==> src/hw/rtl/wp_pkg.sv <==
`timescale 1ns / 1ps
`default_nettype none
// ----------------------------------------------------------------------------
// Whirlpool package
// S-box, circulant table row and helpers shared by the hash core.
// ----------------------------------------------------------------------------
package wp_pkg;

  localparam int ROUND_COUNT_DEF = 10;
  localparam int WORD_W = 64;

  function automatic logic [3:0] ebox_f(input logic [3:0] x);
    logic [63:0] t;
    t = 64'h1B9CD6F3E874A250;
    return t[(15 - x) * 4 +: 4];
  endfunction

  function automatic logic [3:0] rbox_f(input logic [3:0] x);
    logic [63:0] t;
    t = 64'h7CBDE49F638A2510;
    return t[(15 - x) * 4 +: 4];
  endfunction

  function automatic logic [3:0] einv_f(input logic [3:0] x);
    logic [3:0] r;
    r = 4'd0;
    for (int i = 0; i < 16; i++) begin
      if (ebox_f(4'(i)) == x) r = 4'(i);
    end
    return r;
  endfunction

  function automatic logic [7:0] sbox_f(input logic [7:0] x);
    logic [3:0] u1, l1, r;
    u1 = ebox_f(x[7:4]);
    l1 = einv_f(x[3:0]);
    r  = rbox_f(u1 ^ l1);
    return {ebox_f(u1 ^ r), einv_f(l1 ^ r)};
  endfunction

  function automatic logic [7:0] x2_f(input logic [7:0] v);
    return v[7] ? ({v[6:0], 1'b0} ^ 8'h1D) : {v[6:0], 1'b0};
  endfunction

  function automatic logic [63:0] tab0_f(input logic [7:0] x);
    logic [7:0] s, v2, v4, v8;
    s  = sbox_f(x);
    v2 = x2_f(s);
    v4 = x2_f(v2);
    v8 = x2_f(v4);
    return {s, s, v4, s, v8, v4 ^ s, v2, v8 ^ s};
  endfunction

  typedef enum logic [4:0] {
    ST_IDLE  = 5'b00001,
    ST_PAD   = 5'b00010,
    ST_RUN   = 5'b00100,
    ST_FOLD  = 5'b01000,
    ST_OUT   = 5'b10000
  } wp_state_t;

endpackage : wp_pkg
`default_nettype wire

==> src/hw/rtl/wp_row_unit.sv <==
`timescale 1ns / 1ps
`default_nettype none
// ----------------------------------------------------------------------------
// Whirlpool row unit
// One output row of SubBytes, ShiftColumns and MixRows per cycle.
// ----------------------------------------------------------------------------
module wp_row_unit
  import wp_pkg::*;
(
  input  wire logic [7:0][63:0] src,
  input  wire logic [2:0]       row,
  output logic [63:0]           result
);
  always_comb begin
    logic [63:0] a, t;
    logic [2:0]  k;
    result = '0;
    for (int j = 0; j < 8; j++) begin
      k = row - 3'(j);
      a = src[k];
      t = tab0_f(a[56 - 8 * j +: 8]);
      result ^= (j == 0) ? t : ((t >> (8 * j)) | (t << (64 - 8 * j)));
    end
  end
endmodule : wp_row_unit
`default_nettype wire

==> config.mk <==
export PLATFORM = sky130hd
export DESIGN_NAME = wp_row_unit
export DESIGN_NICKNAME = d
export VERILOG_FILES = /design/src/hw/rtl/wp_pkg.sv /design/src/hw/rtl/wp_row_unit.sv
export SDC_FILE = /design/constraint.sdc
export NUM_CORES = 1
export LEC_CHECK = 0
export ABC_AREA = 1
export BUFFER_PORTS_ARGS = -buffer_cell sky130_fd_sc_hd__buf_2
export CELL_PAD_IN_SITES_DETAIL_PLACEMENT = 1
export CELL_PAD_IN_SITES_GLOBAL_PLACEMENT = 1
export CORE_MARGIN = 8
export CORE_UTILIZATION = 39
export DETAILED_ROUTE_END_ITERATION = 6
export PLACE_DENSITY_LB_ADDON = 0.1
export SYNTH_ARGS = -nofsm -noshare
export SYNTH_HDL_FRONTEND = slang
export SYNTH_SLANG_ARGS = --single-unit
==> constraint.sdc <==
create_clock -name vclk -period 11.8
set_input_delay 0.59 -clock vclk [all_inputs]
set_output_delay 0.59 -clock vclk [all_outputs]
set_load 0.02 [all_outputs]
==> results.py <==
metrics = {
    "placement": {
        "portBuffers": 579,
        "dpl-instance-area_um2": 25600,
        "dp_hpwl_um": 106000,
        "gp_congestion": 1.05,
    },
    "setup_path": {
        "crit_buf_inv": 8,
        "worstSetupStartpointType": "input port",
        "cpMostUsedCell": "nand2_1",
        "required_ns": 11.21,
        "criticalPathCategory": "in -> out",
        "crit_path_end_kind": "output pin",
        "max_stage_delay_ns": 0.63,
        "critPathTopFamily": "simple AND/OR/NAND/NOR gates",
        "worst-path-max-fanout": 115,
        "slowest_stage": "nand2_1",
        "cp_data_arrival_time_ns": 7.61,
    },
    "global_route": {
        "grt_pass1_wl_um": 186000,
        "grt_pass1_vias": 31400,
        "gr-total-overflow": 0,
        "grt_use_total": 0.358,
        "grt_max_degree": 219,
        "antenna_found_initial": 19,
    },
    "run_status": {
        "status": "complete, no violations",
    },
    "routing": {
        "wl_met2_um": 56900,
        "finalWirelength_um": 124000,
        "drtIter0Drc": 2255,
        "avgViaCountPerCell": 5.39,
        "wl_per_cell_um": 21.4,
        "wl_met3_um": 9050,
        "final_antenna_net_count": 0,
        "wl_met1_um": 50000,
        "top_layer": "met5",
        "num_vias": 31200,
        "drc_errors": 0,
        "dr.pass1.iters": 6,
    },
    "cells_and_area": {
        "finalNetCount": 5564,
        "drive_above_1_share": 0.200,
        "utilization": 0.446,
        "final_common_cell": "nand2_1",
        "mostFrequentLayoutCells": "nand2_1, nand3_1, buf_2",
        "n_sequential_cell": 0,
        "clock_buffers": 0,
        "finalInstanceArea_um2": 25600,
        "area_growth_pct": 13.8,
        "final-seq-area_um2": 0,
    },
    "sta": {
        "max_freq_ghz": 0.122,
        "hold_ws_ns": 2.68,
        "finalHoldViolations": 0,
        "fin_crit_sh": 0.695,
        "fin_crit_ns": 8.20,
        "setup_tns_ns": 0,
        "maxSlewViolCount": 0,
        "tightestPinTransition_ns": 1.17,
        "setup_violations": 0,
        "slew_headroom": 0.219,
        "rsz0062_at_grt": "false",
    },
    "floorplan": {
        "rows": 88,
        "die-area_um2": 65600,
        "fp.dieW_um": 256,
        "core_region_area_um2": 57400,
        "io_pins": 579,
        "die_h_um": 256,
        "start_util": 0.392,
    },
    "logic_synthesis": {
        "yosysWarningCount": 0,
        "synthTopCellsByArea": "nand2_1, nand3_1, xor2_1",
        "synthCells": 4525,
        "synth_top_area_frac": 0.331,
        "yosys.cell_types.count": 50,
        "yosysTopAreaCell": "nand2_1",
        "syn_area_um2": 22500,
        "syn_avg_cell_area_um2": 4.97,
        "synth_nets": 5082,
        "ys_seq_area_frac": 0,
    },
    "clocking": {
        "post_cts_buffers": 0,
        "ctsResizeCount": 0,
        "holdBufCountCts": 0,
    },
    "run": {
        "maxCapViolCount": 0,
    },
    "worst_hold_path": {
        "hold_class": "in -> out",
    },
}
## synth_stat cells, types with 3 or more instances
library cell and n:
xnor2_1 71, o21ai_0 71, nand2_4 17, ha_1 42
o211ai_1 58, nand3b_1 29, o21ai_1 54, buf_8 3
nand2b_1 3, xor2_2 22, xor2_4 5, o21ai_2 10
inv_2 87, nand3_1 732, xnor2_2 5, nand2_1 1984
nand3_2 35, nand3_4 4, clkbuf_1 5, nor2_1 251
buf_6 42, nand4_1 18, buf_2 30, nor2_4 10
nand2_2 157, xor2_1 220, a21oi_1 9, or2_2 12
nor2_2 31, inv_1 429, or2_1 23, nor2_8 3
buf_4 27, clkinv_1 4
## cell type report
type               count  area [µm²]
multi-input cells   3892       19600
inverters            524        1980
well taps            765         957
diodes                14        35.0
fillers             8989       31800
repair buffers       589        3000
## logic make-up after synthesis
family | count (synthesis) | synth area share
buf+inv | 633 | 0.128
fa+ha+maj | 42 | 0.0234
xor+xnor | 324 | 0.140
compound gates | 214 | 0.0583
simple gates | 3312 | 0.650
## routing by layer
metal / vias up / global-route usage
li1: 15100 / -
met1: 14700 / 0.432
met2: 1151 / 0.601
met3: 268 / 0.0603
met4: 6 / 0.190
met5: - / 0
## through the flow
step / setup WS [ns] / instances
detailed placement: 3.70 / 5770
CTS: 3.69 / 5770
global route: 3.04 / 5782
finish: 3.60 / 5784
global placement: 3.90 / 5770
floorplan: 6.19 / 4525
## path summary, 6_finish.rpt
kind | start | depth (start not counted) | endpoint | slack (ns)
max | row[0] | 35 | result[42] | 3.60
min | src[391] | 14 | result[47] | 2.68
Power is left out: the tool's default activity adds up to more than one toggle a clock period on the data nets, which glitch-free logic cannot reach.
